[config.mk]
export PLATFORM = sky130hd
export DESIGN_NAME = microinstruction_datapath_step_top
export DESIGN_NICKNAME = d
export VERILOG_FILES = /design/src/rtl/mds_pkg.sv /design/src/rtl/mds_alu.sv /design/src/rtl/microinstruction_datapath_step_top.sv
export SDC_FILE = /design/constraint.sdc
export NUM_CORES = 1
export LEC_CHECK = 0
export BUFFER_PORTS_ARGS = -buffer_cell sky130_fd_sc_hd__buf_2
export CORE_MARGIN = 10
export CORE_UTILIZATION = 42
export DETAILED_ROUTE_END_ITERATION = 8
export PLACE_DENSITY_LB_ADDON = 0.25
export SETUP_SLACK_MARGIN = 0.05
export SLEW_MARGIN = 20
export SYNTH_ARGS = -nofsm -noshare
export SYNTH_HDL_FRONTEND = slang
export SYNTH_SLANG_ARGS = --single-unit
[constraint.sdc]
create_clock -name clk -period 7.4 [get_ports clk]
set_input_delay 2.22 -clock clk [delete_from_list [all_inputs] [get_ports clk]]
set_output_delay 2.22 -clock clk [all_outputs]
set_load 0.01 [all_outputs]
[src/rtl/mds_pkg.sv]
`default_nettype none

package mds_pkg;

    localparam int DATA_WIDTH_DEF = 32;
    localparam int FIELD_W        = 32;
    localparam int MASK_W         = 9;
    localparam int BSEL_W         = 4;
    localparam int MBR_W          = 8;
    localparam int IN_TDATA_W     = 32;
    localparam int OUT_TDATA_W    = 168;
    localparam int SHL_AMT        = 8;
    localparam int PC_STEP        = 1;

    // b bus sources
    localparam logic [BSEL_W-1:0] BSEL_MDR  = 4'd0;
    localparam logic [BSEL_W-1:0] BSEL_PC   = 4'd1;
    localparam logic [BSEL_W-1:0] BSEL_MBRS = 4'd2;
    localparam logic [BSEL_W-1:0] BSEL_MBRU = 4'd3;
    localparam logic [BSEL_W-1:0] BSEL_SP   = 4'd4;
    localparam logic [BSEL_W-1:0] BSEL_LV   = 4'd5;
    localparam logic [BSEL_W-1:0] BSEL_CPP  = 4'd6;
    localparam logic [BSEL_W-1:0] BSEL_TOS  = 4'd7;

    // c bus write mask bits
    localparam int WR_MAR = 0;
    localparam int WR_MDR = 1;
    localparam int WR_PC  = 2;
    localparam int WR_SP  = 3;
    localparam int WR_LV  = 4;
    localparam int WR_CPP = 5;
    localparam int WR_TOS = 6;
    localparam int WR_OPC = 7;
    localparam int WR_H   = 8;

    // alu function, f0 f1
    localparam logic [1:0] ALU_AND  = 2'b00;
    localparam logic [1:0] ALU_OR   = 2'b01;
    localparam logic [1:0] ALU_NOTB = 2'b10;
    localparam logic [1:0] ALU_ADD  = 2'b11;

    typedef struct packed {
        logic       shift_left8;
        logic       shift_right1;
        logic [1:0] func;
        logic       enable_a;
        logic       enable_b;
        logic       invert_a;
        logic       carry_in;
    } alu_ctrl_t;

endpackage

`default_nettype wire

[src/rtl/mds_alu.sv]
`default_nettype none

module mds_alu #(
    parameter int DATA_WIDTH = mds_pkg::DATA_WIDTH_DEF
) (
    input  wire mds_pkg::alu_ctrl_t ctrl,
    input  wire [DATA_WIDTH-1:0]    a_bus,
    input  wire [DATA_WIDTH-1:0]    b_bus,
    output logic [DATA_WIDTH-1:0]   alu_result,
    output logic                    carry_out,
    output logic [DATA_WIDTH-1:0]   shifter_out
);
    import mds_pkg::*;

    logic [DATA_WIDTH-1:0] a_op;
    logic [DATA_WIDTH-1:0] b_op;
    logic [DATA_WIDTH:0]   sum;

    always_comb
    begin
        a_op = (ctrl.enable_a ? a_bus : '0) ^ {DATA_WIDTH{ctrl.invert_a}};
        b_op = ctrl.enable_b ? b_bus : '0;
        sum  = {1'b0, a_op} + {1'b0, b_op} + {{DATA_WIDTH{1'b0}}, ctrl.carry_in};
    end

    always_comb
    begin
        carry_out = 1'b0;
        unique case (ctrl.func)
            ALU_AND:  alu_result = a_op & b_op;
            ALU_OR:   alu_result = a_op | b_op;
            ALU_NOTB: alu_result = ~b_op;
            ALU_ADD:
            begin
                alu_result = sum[DATA_WIDTH-1:0];
                carry_out  = sum[DATA_WIDTH];
            end
            default:  alu_result = '0;
        endcase
    end

    // right shift wins over left shift
    always_comb
    begin
        if (ctrl.shift_right1)
        begin
            shifter_out = {alu_result[DATA_WIDTH-1], alu_result[DATA_WIDTH-1:1]};
        end
        else if (ctrl.shift_left8)
        begin
            shifter_out = alu_result << SHL_AMT;
        end
        else
        begin
            shifter_out = alu_result;
        end
    end

endmodule

`default_nettype wire

[src/rtl/microinstruction_datapath_step_top.sv]
// channel  dir  tdata bits  fields (low to high)
// s_axis   in   32          control bits, c_write_mask, b_select, mbr_value
// m_axis   out  168         pc_value, a_bus, b_bus, alu_result, carry_out,
//                           shifter_out, negative, zero
//
// one microinstruction per cycle while m_tready does not stall the result
// the single-cycle path is the b mux, the full-width adder and the shifter
// all datapath registers reset to zero, pc counts from zero
// an input register and a result register part the two sides; a stalled
// result still lets one more transaction into an empty input register
`default_nettype none

module microinstruction_datapath_step_top #(
    parameter int DATA_WIDTH = mds_pkg::DATA_WIDTH_DEF
) (
    input  wire                               clk,
    input  wire                               rst_n,
    input  wire                               s_tvalid,
    output logic                              s_tready,
    // shift_left8, shift_right1, func_hi, func_lo, enable_a, enable_b,
    // invert_a, carry_in, c_write_mask[8:0], b_select[3:0], mbr_value[7:0]
    input  wire [mds_pkg::IN_TDATA_W-1:0]     s_tdata,
    output logic                              m_tvalid,
    input  wire                               m_tready,
    // pc_value, a_bus, b_bus, alu_result, carry_out, shifter_out, negative, zero
    output logic [mds_pkg::OUT_TDATA_W-1:0]   m_tdata
);
    import mds_pkg::*;

    logic                   in_valid_reg;
    logic [IN_TDATA_W-1:0]  in_data_reg;
    logic                   out_valid_reg;
    logic [OUT_TDATA_W-1:0] out_data_reg;
    logic [OUT_TDATA_W-1:0] out_data_next;

    logic [DATA_WIDTH-1:0] h_reg;
    logic [DATA_WIDTH-1:0] opc_reg;
    logic [DATA_WIDTH-1:0] tos_reg;
    logic [DATA_WIDTH-1:0] cpp_reg;
    logic [DATA_WIDTH-1:0] lv_reg;
    logic [DATA_WIDTH-1:0] sp_reg;
    logic [DATA_WIDTH-1:0] pc_reg;
    logic [DATA_WIDTH-1:0] mdr_reg;
    logic [DATA_WIDTH-1:0] mar_reg;
    logic [DATA_WIDTH-1:0] pc_next;

    logic                  advance;
    alu_ctrl_t             ctrl;
    logic [MASK_W-1:0]     wmask;
    logic [BSEL_W-1:0]     bsel;
    logic [MBR_W-1:0]      mbr;
    logic [DATA_WIDTH-1:0] b_bus;
    logic [DATA_WIDTH-1:0] alu_result;
    logic                  carry_out;
    logic [DATA_WIDTH-1:0] shifter_out;
    logic                  negative;
    logic                  zero;

    logic [FIELD_W-1:0] pc_f;
    logic [FIELD_W-1:0] a_f;
    logic [FIELD_W-1:0] b_f;
    logic [FIELD_W-1:0] alu_f;
    logic [FIELD_W-1:0] sh_f;

    assign advance  = in_valid_reg && (!out_valid_reg || m_tready);
    assign s_tready = !in_valid_reg || advance;
    assign m_tvalid = out_valid_reg;
    assign m_tdata  = out_data_reg;

    always_comb
    begin
        ctrl.shift_left8  = in_data_reg[0];
        ctrl.shift_right1 = in_data_reg[1];
        ctrl.func         = {in_data_reg[2], in_data_reg[3]};
        ctrl.enable_a     = in_data_reg[4];
        ctrl.enable_b     = in_data_reg[5];
        ctrl.invert_a     = in_data_reg[6];
        ctrl.carry_in     = in_data_reg[7];
        wmask             = in_data_reg[16:8];
        bsel              = in_data_reg[20:17];
        mbr               = in_data_reg[28:21];
    end

    always_comb
    begin
        unique case (bsel)
            BSEL_MDR:  b_bus = mdr_reg;
            BSEL_PC:   b_bus = pc_reg;
            BSEL_MBRS: b_bus = {{(DATA_WIDTH-MBR_W){mbr[MBR_W-1]}}, mbr};
            BSEL_MBRU: b_bus = {{(DATA_WIDTH-MBR_W){1'b0}}, mbr};
            BSEL_SP:   b_bus = sp_reg;
            BSEL_LV:   b_bus = lv_reg;
            BSEL_CPP:  b_bus = cpp_reg;
            BSEL_TOS:  b_bus = tos_reg;
            default:   b_bus = opc_reg;
        endcase
    end

    mds_alu #(
        .DATA_WIDTH (DATA_WIDTH)
    ) u_alu (
        .ctrl        (ctrl),
        .a_bus       (h_reg),
        .b_bus       (b_bus),
        .alu_result  (alu_result),
        .carry_out   (carry_out),
        .shifter_out (shifter_out)
    );

    assign negative = shifter_out[DATA_WIDTH-1];
    assign zero     = (shifter_out == '0);
    assign pc_next  = (wmask[WR_PC] ? shifter_out : pc_reg)
                      + DATA_WIDTH'(PC_STEP);

    generate
        if (DATA_WIDTH >= FIELD_W)
        begin : g_trunc
            assign pc_f  = pc_reg[FIELD_W-1:0];
            assign a_f   = h_reg[FIELD_W-1:0];
            assign b_f   = b_bus[FIELD_W-1:0];
            assign alu_f = alu_result[FIELD_W-1:0];
            assign sh_f  = shifter_out[FIELD_W-1:0];
        end
        else
        begin : g_ext
            assign pc_f  = {{(FIELD_W-DATA_WIDTH){1'b0}}, pc_reg};
            assign a_f   = {{(FIELD_W-DATA_WIDTH){1'b0}}, h_reg};
            assign b_f   = {{(FIELD_W-DATA_WIDTH){1'b0}}, b_bus};
            assign alu_f = {{(FIELD_W-DATA_WIDTH){1'b0}}, alu_result};
            assign sh_f  = {{(FIELD_W-DATA_WIDTH){1'b0}}, shifter_out};
        end
    endgenerate

    assign out_data_next = {5'b0, zero, negative, sh_f, carry_out, alu_f, b_f, a_f, pc_f};

    always_ff @(posedge clk or negedge rst_n)
    begin
        if (!rst_n)
        begin
            in_valid_reg  <= 1'b0;
            out_valid_reg <= 1'b0;
        end
        else
        begin
            if (s_tready)
            begin
                in_valid_reg <= s_tvalid;
            end
            if (advance)
            begin
                out_valid_reg <= 1'b1;
            end
            else if (m_tready)
            begin
                out_valid_reg <= 1'b0;
            end
        end
    end

    always_ff @(posedge clk)
    begin
        if (s_tready && s_tvalid)
        begin
            in_data_reg <= s_tdata;
        end
        if (advance)
        begin
            out_data_reg <= out_data_next;
        end
    end

    always_ff @(posedge clk or negedge rst_n)
    begin
        if (!rst_n)
        begin
            h_reg   <= '0;
            opc_reg <= '0;
            tos_reg <= '0;
            cpp_reg <= '0;
            lv_reg  <= '0;
            sp_reg  <= '0;
            pc_reg  <= '0;
            mdr_reg <= '0;
            mar_reg <= '0;
        end
        else if (advance)
        begin
            if (wmask[WR_H])   h_reg   <= shifter_out;
            if (wmask[WR_OPC]) opc_reg <= shifter_out;
            if (wmask[WR_TOS]) tos_reg <= shifter_out;
            if (wmask[WR_CPP]) cpp_reg <= shifter_out;
            if (wmask[WR_LV])  lv_reg  <= shifter_out;
            if (wmask[WR_SP])  sp_reg  <= shifter_out;
            if (wmask[WR_MDR]) mdr_reg <= shifter_out;
            if (wmask[WR_MAR]) mar_reg <= shifter_out;
            pc_reg <= pc_next;
        end
    end

`ifndef SYNTHESIS
    assert property (@(posedge clk) disable iff (!rst_n)
        advance |=> out_valid_reg)
        else $error("result lost after step");

    assert property (@(posedge clk) disable iff (!rst_n)
        advance && !wmask[WR_PC] |=> pc_reg == $past(pc_reg) + DATA_WIDTH'(PC_STEP))
        else $error("pc did not step");

    assert property (@(posedge clk) disable iff (!rst_n)
        !advance |=> $stable(h_reg) && $stable(pc_reg) && $stable(mar_reg))
        else $error("state changed without a step");

    assert property (@(posedge clk) disable iff (!rst_n)
        in_valid_reg && !advance |-> !s_tready)
        else $error("input register overrun");

    assert property (@(posedge clk) disable iff (!rst_n)
        advance |-> !(zero && negative))
        else $error("flags inconsistent");
`endif

endmodule

`default_nettype wire
# Word level (Yosys, flattened, before mapping)
# Cells that the tools add are included.
# totals
ff_bits	450
wordCells	56
in_bits	36
output_inout_bits	170
# op_classes
bitwise_logic	4
n_addsub	3
muxes	9
n_reduce_logical	17
eq_ne	10
# op_table
operator	count
32-bit case mux with 8 select lines	1
32-bit 2-to-1 mux	5
32-bit case mux with 4 select lines	1
32-bit by 32-bit adder with 33-bit output	1
33-bit by 1-bit adder with 33-bit output	1
32-bit by 1-bit adder with 32-bit output, second input constant	1
32-bit bitwise AND	1
32-bit logical NOT	1
32-bit NOT	1
32-bit OR	1
32-bit XOR	1
4-bit by 3-bit == test with 1-bit output, second input constant	4
2-bit AND reduction	7
4-bit by 2-bit == test with 1-bit output, second input constant	2
2-bit == test, second input constant	2
4-bit by 1-bit == test with 1-bit output, second input constant	1
4-bit logical NOT	1
2-bit by 1-bit == test with 1-bit output, second input constant	1
1-bit logical AND	2
1-bit logical NOT	2
2-bit logical NOT	1
1-bit logical OR	2
1-bit 2-to-1 mux	2
2-bit nonzero test	1

# Logic depth before layout (Yosys ltp)
# Gate-level depths: netlist of run 1.
# depth
ltp_word	10
depth_mapped	28
mapped_depth_nobuf	23

# By module
# From an unflattened synthesis of run 1, not the netlist that was laid out.
# unflattened
cells_unflattened	2012
area_unflattened_um2	23020.8
# by_module_without_submodules
mod	seq_area_each_um2	area_each_um2	cells_each	n_inst
microinstruction_datapath_step_top	12161.7	18579.1	1317	1
mds_alu	0.0	4441.8	695	1

# Worst setup path before layout of run 1
# OpenSTA, ideal clock, no wires.
# synth_timing
path_kind	input -> register
start	input port m_tready
end	register out_data_reg[0], in the netlist m_tdata[0] (enable)
t_arrival_ps	7374
cell_stages	5
path_slack_ps	-564
setup_ps	590
path_buffers	2
t_required_ps	6810
cell_sequence	nand2b_1 -> nand2_1 -> clkinv_1 -> clkbuf_1 -> clkbuf_1
# synth_between
elab_chain_len	2
# synth_rtl
item	line	source
from (decl)	microinstruction_datapath_step_top.sv:24	input wire m_tready,
1-bit logical OR	microinstruction_datapath_step_top.sv:65	assign advance = in_valid_reg && (!out_valid_reg || m_tready);
1-bit logical AND	microinstruction_datapath_step_top.sv:65	
net advance	microinstruction_datapath_step_top.sv:47	logic advance;
to (signal assigned)	microinstruction_datapath_step_top.sv:168	out_data_reg <= out_data_next;
to (decl)	microinstruction_datapath_step_top.sv:33	logic [OUT_TDATA_W-1:0] out_data_reg;
# The timed path passes the listed nets, and every way through them passes these cells.
# A chain may end at the register's enable or synchronous reset.

# Worst setup path in the final report of run 1
# layout_timing
start	register in_data_reg[18]
end	register pc_reg[31], in the netlist pc_f[31]
# layout_between
elab_chain_len	10
word_cells_on_any_way	20
classes_between	add/sub (3); eq/ne (7); mux (6); bitwise (3); reduce/logical (1)
# layout_rtl
item	line	source
from (decl)	microinstruction_datapath_step_top.sv:31	logic [IN_TDATA_W-1:0] in_data_reg;
from (signal assigned)	microinstruction_datapath_step_top.sv:164	in_data_reg <= s_tdata;
4-bit by 3-bit == test with 1-bit output, or another cell as far along	microinstruction_datapath_step_top.sv:86	unique case (bsel)
32-bit case mux with 8 select lines (*)	microinstruction_datapath_step_top.sv:86	
net b_bus[5]	microinstruction_datapath_step_top.sv:52	logic [DATA_WIDTH-1:0] b_bus;
32-bit 2-to-1 mux (*)	mds_alu.sv:22	b_op = ctrl.enable_b ? b_bus : '0;
32-bit by 32-bit adder with 33-bit output (*)	mds_alu.sv:23	sum = {1'b0, a_op} + {1'b0, b_op} + {{DATA_WIDTH{1'b0}}, ctrl.carry_in};
33-bit by 1-bit adder with 33-bit output (*)	mds_alu.sv:23	
32-bit case mux with 4 select lines (*)	mds_alu.sv:29	unique case (ctrl.func)
32-bit 2-to-1 mux	mds_alu.sv:49	else if (ctrl.shift_left8)
32-bit 2-to-1 mux (*)	mds_alu.sv:45	if (ctrl.shift_right1)
net sh_f[17]	microinstruction_datapath_step_top.sv:63	logic [FIELD_W-1:0] sh_f;
32-bit 2-to-1 mux (*)	microinstruction_datapath_step_top.sv:112	assign pc_next = (wmask[WR_PC] ? shifter_out : pc_reg)
32-bit by 1-bit adder with 32-bit output (*)	microinstruction_datapath_step_top.sv:113	+ DATA_WIDTH'(PC_STEP);
to (signal assigned)	microinstruction_datapath_step_top.sv:196	pc_reg <= pc_next;
to (decl)	microinstruction_datapath_step_top.sv:42	logic [DATA_WIDTH-1:0] pc_reg;
# Mark *: on every way through the listed nets, which the timed path passes. The rest lies on a longest branch.

==> flow_summary.yaml, run 1 <==
cts:
  clockBufferDepth: 3
  numCtsBuffers: 48
  path_clk_slew_ns: 0.06
  postCtsHoldBufs: 0
  cts_resized: 0
  cts_setup_buffers: 0
  cts-root-buf: "clkbuf_16"
  insertion_delay_ns: 0.61
  cts_tree: "done"
  h-tree-depth: 2
  cts.sinks: 448
die:
  die_w_um: 260
  die_h_um: 260
  top_level_ports: 206
  die-area_um2: 67800
  start_util_pct: 42.2
  core-area_um2: 57500
  rows: 88
synthesis:
  syn-cell-area_um2: 24300
  synth_cell_types: 112
  synthCells: 2462
  synth_edf_count: 190
  seq_area_frac_synth_pct: 50.1
  ys.flop_type: "dfrtp_1"
  async_reset_ff_share_pct: 57.6
  avgSynthCellArea_um2: 9.86
  ys_ff_latch: 448
  ys.warnings.count: 0
timing:
  fin_ws_ns: 0.563
  finalClockSkew_ns: 0.0277
  layout_min_cycle_time_ns: 6.84
  fmax_mhz: 146
  slew_violations: 0
  fin_crit_sh_pct: 92.4
  hold_violations: 0
  setup_tns_ns: 0
  rsz0062_at_grt: "no"
  slew_headroom_pct: 35.9
  setup_violations: 0
  tightest_slew_ns: 0.954
flow_run:
  drv_cap: 0
worst_setup_path:
  startpoint_type: "flop"
  crit_type: "reg2reg"
  rrSetupSlack_ns: 0.56
  rr_worst_depth: 22
  r2r_start: "in_data_reg[18]"
  cp_max_fo: 36
  end_kind: "flop"
  r2r_end: "pc_f[31]"
  worstPathArrival_ns: 7.35
  required_ns: 7.92
placed_design:
  gp_congestion: 0.928
  portBuffers: 196
  dp_hpwl_mm: 61.6
  pre_cts_ws_ns: 0.565
grt:
  gr-total-overflow: 0
  grt_pass1_wl_mm: 127
  grt_max_degree: 102
  antenna_found_initial: 0
  gr-usage-all-layers_pct: 24.5
  grt_pass1_vias: 19656
hold_path:
  hp-class: "reg2reg"
  whs_path_depth: 2
  hold_end: "sp_reg[4]"
  hp-start: "sp_reg[4]"
final_layout:
  final_cell_mix: "nand2_1, o21ai_0, dfrtp_1"
  final_util_pct: 49.2
  syn_to_final_growth_pct: 16.4
  nets: 2776
  layout_commonest_cell: "nand2_1"
  largest_reg_flops: 162
  antenna_cells: 0
  drive_gt1_share_pct: 19.7
route:
  vias_per_cell: 5.80
  routed_wl_mm: 84.1
  routedWlPerCell_um: 24.2
  drt_iter0_markers: 2077
  ant_nets: 0
  num_vias: 20160
  drc: 0
  dr.pass1.iters: 6
pwr:
  peakVddDrop_mv: 0.178
  leakage_nw: 12.1
  p_per_area_nw_per_um2: 317
status:
  status: "finished clean"
-- final cells by class --
type / count / area [µm²]
fillers: 5339 / 29200
repair buffers: 334 / 2050
flip-flops and latches: 448 / 12200
inverters: 136 / 518
multi-input cells: 1706 / 10900
clock buffers: 60 / 1320
clock inverters: 29 / 398
well taps: 765 / 957
-- per-layer routing --
metal | vias to the layer above | wire (µm) | global-route usage [%]
met1 | 9947 | 36600 | 33.8
met4 | 0 | 2380 | 7.17
met3 | 140 | 6480 | 4.22
li1 | 9257 | - | -
met2 | 816 | 38600 | 39.0
met5 | - | 0 | 0
-- cell usage after synthesis (all sizes together), types with 27 or more instances --
cell    count  area share (%)
nor3       36            0.74
inv       132             2.0
xnor2      47             1.7
dfrtp     258              27
nor2      114             1.8
mux2       59             2.7
mux2i      58             2.4
nand2     372             5.8
o21ai     303             6.3
clkbuf    125             1.9
nor2b      27            0.70
and2       32            0.82
edfxtp    190              24
buf        51             1.3
a21oi     113             2.4
nand3      51             1.1
ha         64             3.3
-- worst max path at each step --
stage                          from  endpoint  slack, ns  depth (start not counted)
floorplan           in_data_reg[19]  pc_f[30]       1.51                         24
global placement    in_data_reg[19]  pc_f[31]       0.61                         22
detailed placement  in_data_reg[19]  pc_f[31]       0.56                         22
CTS                 in_data_reg[19]  pc_f[31]       0.49                         22
global route        in_data_reg[17]  pc_f[30]       0.12                         24
finish              in_data_reg[18]  pc_f[31]       0.56                         22
-- critical path: stages (launching register included) --
cell,delay [ns]
edfxtp_1,0.41
buf_12,0.20
buf_4,0.26
nor3_1,0.81
a32oi_1,0.21
a31oi_1,0.45
and2_1,0.23
ha_1,0.26
nand3_1,0.09
nor2_1,0.26
o31a_1,0.33
a211oi_2,0.14
buf_4,0.17
or4_4,0.42
and4_4,0.22
a221o_1,0.38
clkinv_1,0.08
a31oi_1,0.12
a2111o_4,0.58
nor4_4,0.42
nand3b_1,0.21
mux2_1,0.35
o221ai_1,0.07
-- kinds of logic after synthesis --
family	after synthesis	synth area share, %
AO/OA/AOI/OAI	688	18.2
XOR/XNOR	50	1.80
adder cells (fa/ha/maj)	66	3.46
buffers and inverters	312	5.30
flip-flops	448	50.1
multiplexers	127	6.07
other	1	0.0154
AND/OR/NAND/NOR	770	15.1
-- power by group --
part	internal, W	switching [W]	total (W)
registers	0.00324	0.000412	0.00365
clock network	0.00155	0.00105	0.00260
logic	0.00101	0.00170	0.00271
-- metrics by stage --
stage	hold slack [ns]	area (µm²)	power, W	std cells
after floorplan	0.441	24300	0.00522	2466
after global placement	0.454	26500	0.00629	3387
after detailed placement	0.462	26500	0.00636	3387
after CTS	0.476	28200	0.00898	3476
after global routing	0.494	28300	0.00944	3478
final	0.473	28300	0.00897	3478
Power figures use the tool's default switching activity.
==> run 2: changes to the inputs <==
--- a/config.mk
+++ b/config.mk
@@ -6,7 +6,6 @@
 export NUM_CORES = 1
 export LEC_CHECK = 0
 export BUFFER_PORTS_ARGS = -buffer_cell sky130_fd_sc_hd__buf_2
-export CORE_MARGIN = 10
 export CORE_UTILIZATION = 42
 export DETAILED_ROUTE_END_ITERATION = 8
 export PLACE_DENSITY_LB_ADDON = 0.25
==> run 2 against run 1 <==
Combinational power is essentially flat. Die area decreased by 13%. Hold slack improved by 0.0018 ns.
==> flow_summary.yaml, run 2 (synthesized netlist as in run 1, its figures left out) <==
status:
  status: "finished clean"
final_layout:
  syn_to_final_growth_pct: 16.3
  drive_gt1_share_pct: 19.6
  final_cells: 3468
  nets: 2773
  layout_commonest_cell: "nand2_1"
  final_area_um2: 28200
  largest_reg_flops: 162
  final_cell_mix: "nand2_1, o21ai_0, dfrtp_1"
die:
  core-area_um2: 56700
  die_w_um: 242
  rows: 87
  start_util_pct: 42.8
  die-area_um2: 58800
  top_level_ports: 206
  die_h_um: 242
pwr:
  p_comb_share_pct: 30.2
  p_switching_w: 0.00319
  clkPwrFrac_pct: 29.1
  peakVddDrop_mv: 0.178
  seqPwrFrac_pct: 40.7
  p_int_w: 0.00581
  sw_frac_of_total_pct: 35.4
  leakage_nw: 12.1
  p_per_area_nw_per_um2: 319
timing:
  setup_tns_ns: 0
  slew_headroom_pct: 34.8
  finalClockSkew_ns: 0.0310
  slew_violations: 0
  fin_ws_ns: 0.556
  hold_violations: 0
  rsz0062_at_grt: "no"
  fin_crit_sh_pct: 92.5
  fmax_mhz: 146
  layout_min_cycle_time_ns: 6.84
  setup_violations: 0
  tightest_slew_ns: 0.975
route:
  routed_wl_mm: 82.3
  ant_nets: 0
  vias_per_cell: 5.85
  drt_iter0_markers: 2117
  wl_met3_mm: 6.21
  drc: 0
  met1_length_mm: 35.9
  top_layer: "met4"
  routedWlPerCell_um: 23.7
  dr.pass1.iters: 5
  wl_met2_mm: 37.5
  num_vias: 20280
cts:
  cts.sinks: 448
  path_clk_slew_ns: 0.06
  cts_tree: "done"
  cts_resized: 0
  numCtsBuffers: 48
  insertion_delay_ns: 0.62
  cts-root-buf: "clkbuf_16"
  postCtsHoldBufs: 0
  h-tree-depth: 2
  clockBufferDepth: 3
  cts_setup_buffers: 0
worst_setup_path:
  required_ns: 7.90
  crit_path_end: "pc_f[31]"
  worstPathArrival_ns: 7.34
  end_kind: "flop"
  cp_max_fo: 29
  startpoint_type: "flop"
  r2r_end: "pc_f[31]"
  r2r_start: "in_data_reg[17]"
  rrSetupSlack_ns: 0.56
  cp-startpoint: "in_data_reg[17]"
  rr_worst_depth: 24
  crit_type: "reg2reg"
flow_run:
  drv_cap: 0
grt:
  grt_pass1_wl_mm: 122
  gr-total-overflow: 0
  grt_pass1_vias: 18975
  antenna_found_initial: 2
  gr-usage-all-layers_pct: 27.5
  grt_max_degree: 161
placed_design:
  pre_cts_ws_ns: 0.729
  place_area_um2: 26500
  dp_hpwl_mm: 59.2
  dp.cells: 3377
  portBuffers: 196
  gp_congestion: 0.914
hold_path:
  hp-class: "reg2reg"
  hp-start: "lv_reg[0]"
## run 2: metrics by stage
stage	hold WS [ns]	total power [W]	utilization [%]
after floorplan	0.441	0.00522	-
after global routing	0.489	0.00942	49.8
after CTS	0.478	0.00900	49.8
after global placement	0.453	0.00628	46.7
final	0.475	0.00900	49.8
after detailed placement	0.464	0.00636	46.7
## run 2: area by class of cell
class / count / area, µm²
diodes: 1 / 2.50
clock buffers: 62 / 1320
clock inverters: 28 / 407
fillers: 5185 / 28500
inverters: 136 / 518
multi-input cells: 1706 / 10900
flip-flops and latches: 448 / 12200
well taps: 756 / 946
repair buffers: 331 / 2020
## run 2: worst min-delay path by stage
stage / to / slack, ns / cells past startpoint
after global routing: opc_reg[8] / 0.49 / 2
after detailed placement: opc_reg[8] / 0.46 / 2
after floorplan: opc_reg[11] / 0.44 / 2
after CTS: opc_reg[8] / 0.48 / 2
after global placement: opc_reg[7] / 0.45 / 2
final: lv_reg[0] / 0.47 / 2
## run 2: metal layers
layer | vias to the layer above | GRT usage, %
li1 | 9243 | -
met1 | 10019 | 38.7
met2 | 865 | 42.7
met3 | 153 | 4.72
met4 | 0 | 9.34
met5 | - | 0
## run 2: critical path: stages (launching register included)
cell      delay, ns
edfxtp_1       0.44
buf_4          0.41
buf_4          0.51
mux2i_1        0.24
o22ai_1        0.11
a221oi_1       0.71
nor2_1         0.22
nand2_1        0.15
inv_1          0.05
ha_1           0.51
a21oi_1        0.17
buf_4          0.17
o211ai_1       0.19
a21oi_1        0.23
nor2_1         0.14
or4b_2         0.59
nand3_1        0.22
nand2_1        0.07
and3_1         0.18
mux2_2         0.28
nor4b_1        0.33
buf_4          0.18
nand3b_1       0.17
mux2_1         0.36
o221ai_1       0.08
## run 2: power by group through the flow
stage	registers (W)	logic [W]	clock network [W]
6_report	0.00366	0.00271	0.00262
5_1_grt	0.00372	0.00295	0.00276
4_1_cts	0.00366	0.00267	0.00267
3_5_place_dp	0.00370	0.00266	0
3_3_place_gp	0.00367	0.00261	0
2_1_floorplan	0.00360	0.00162	0
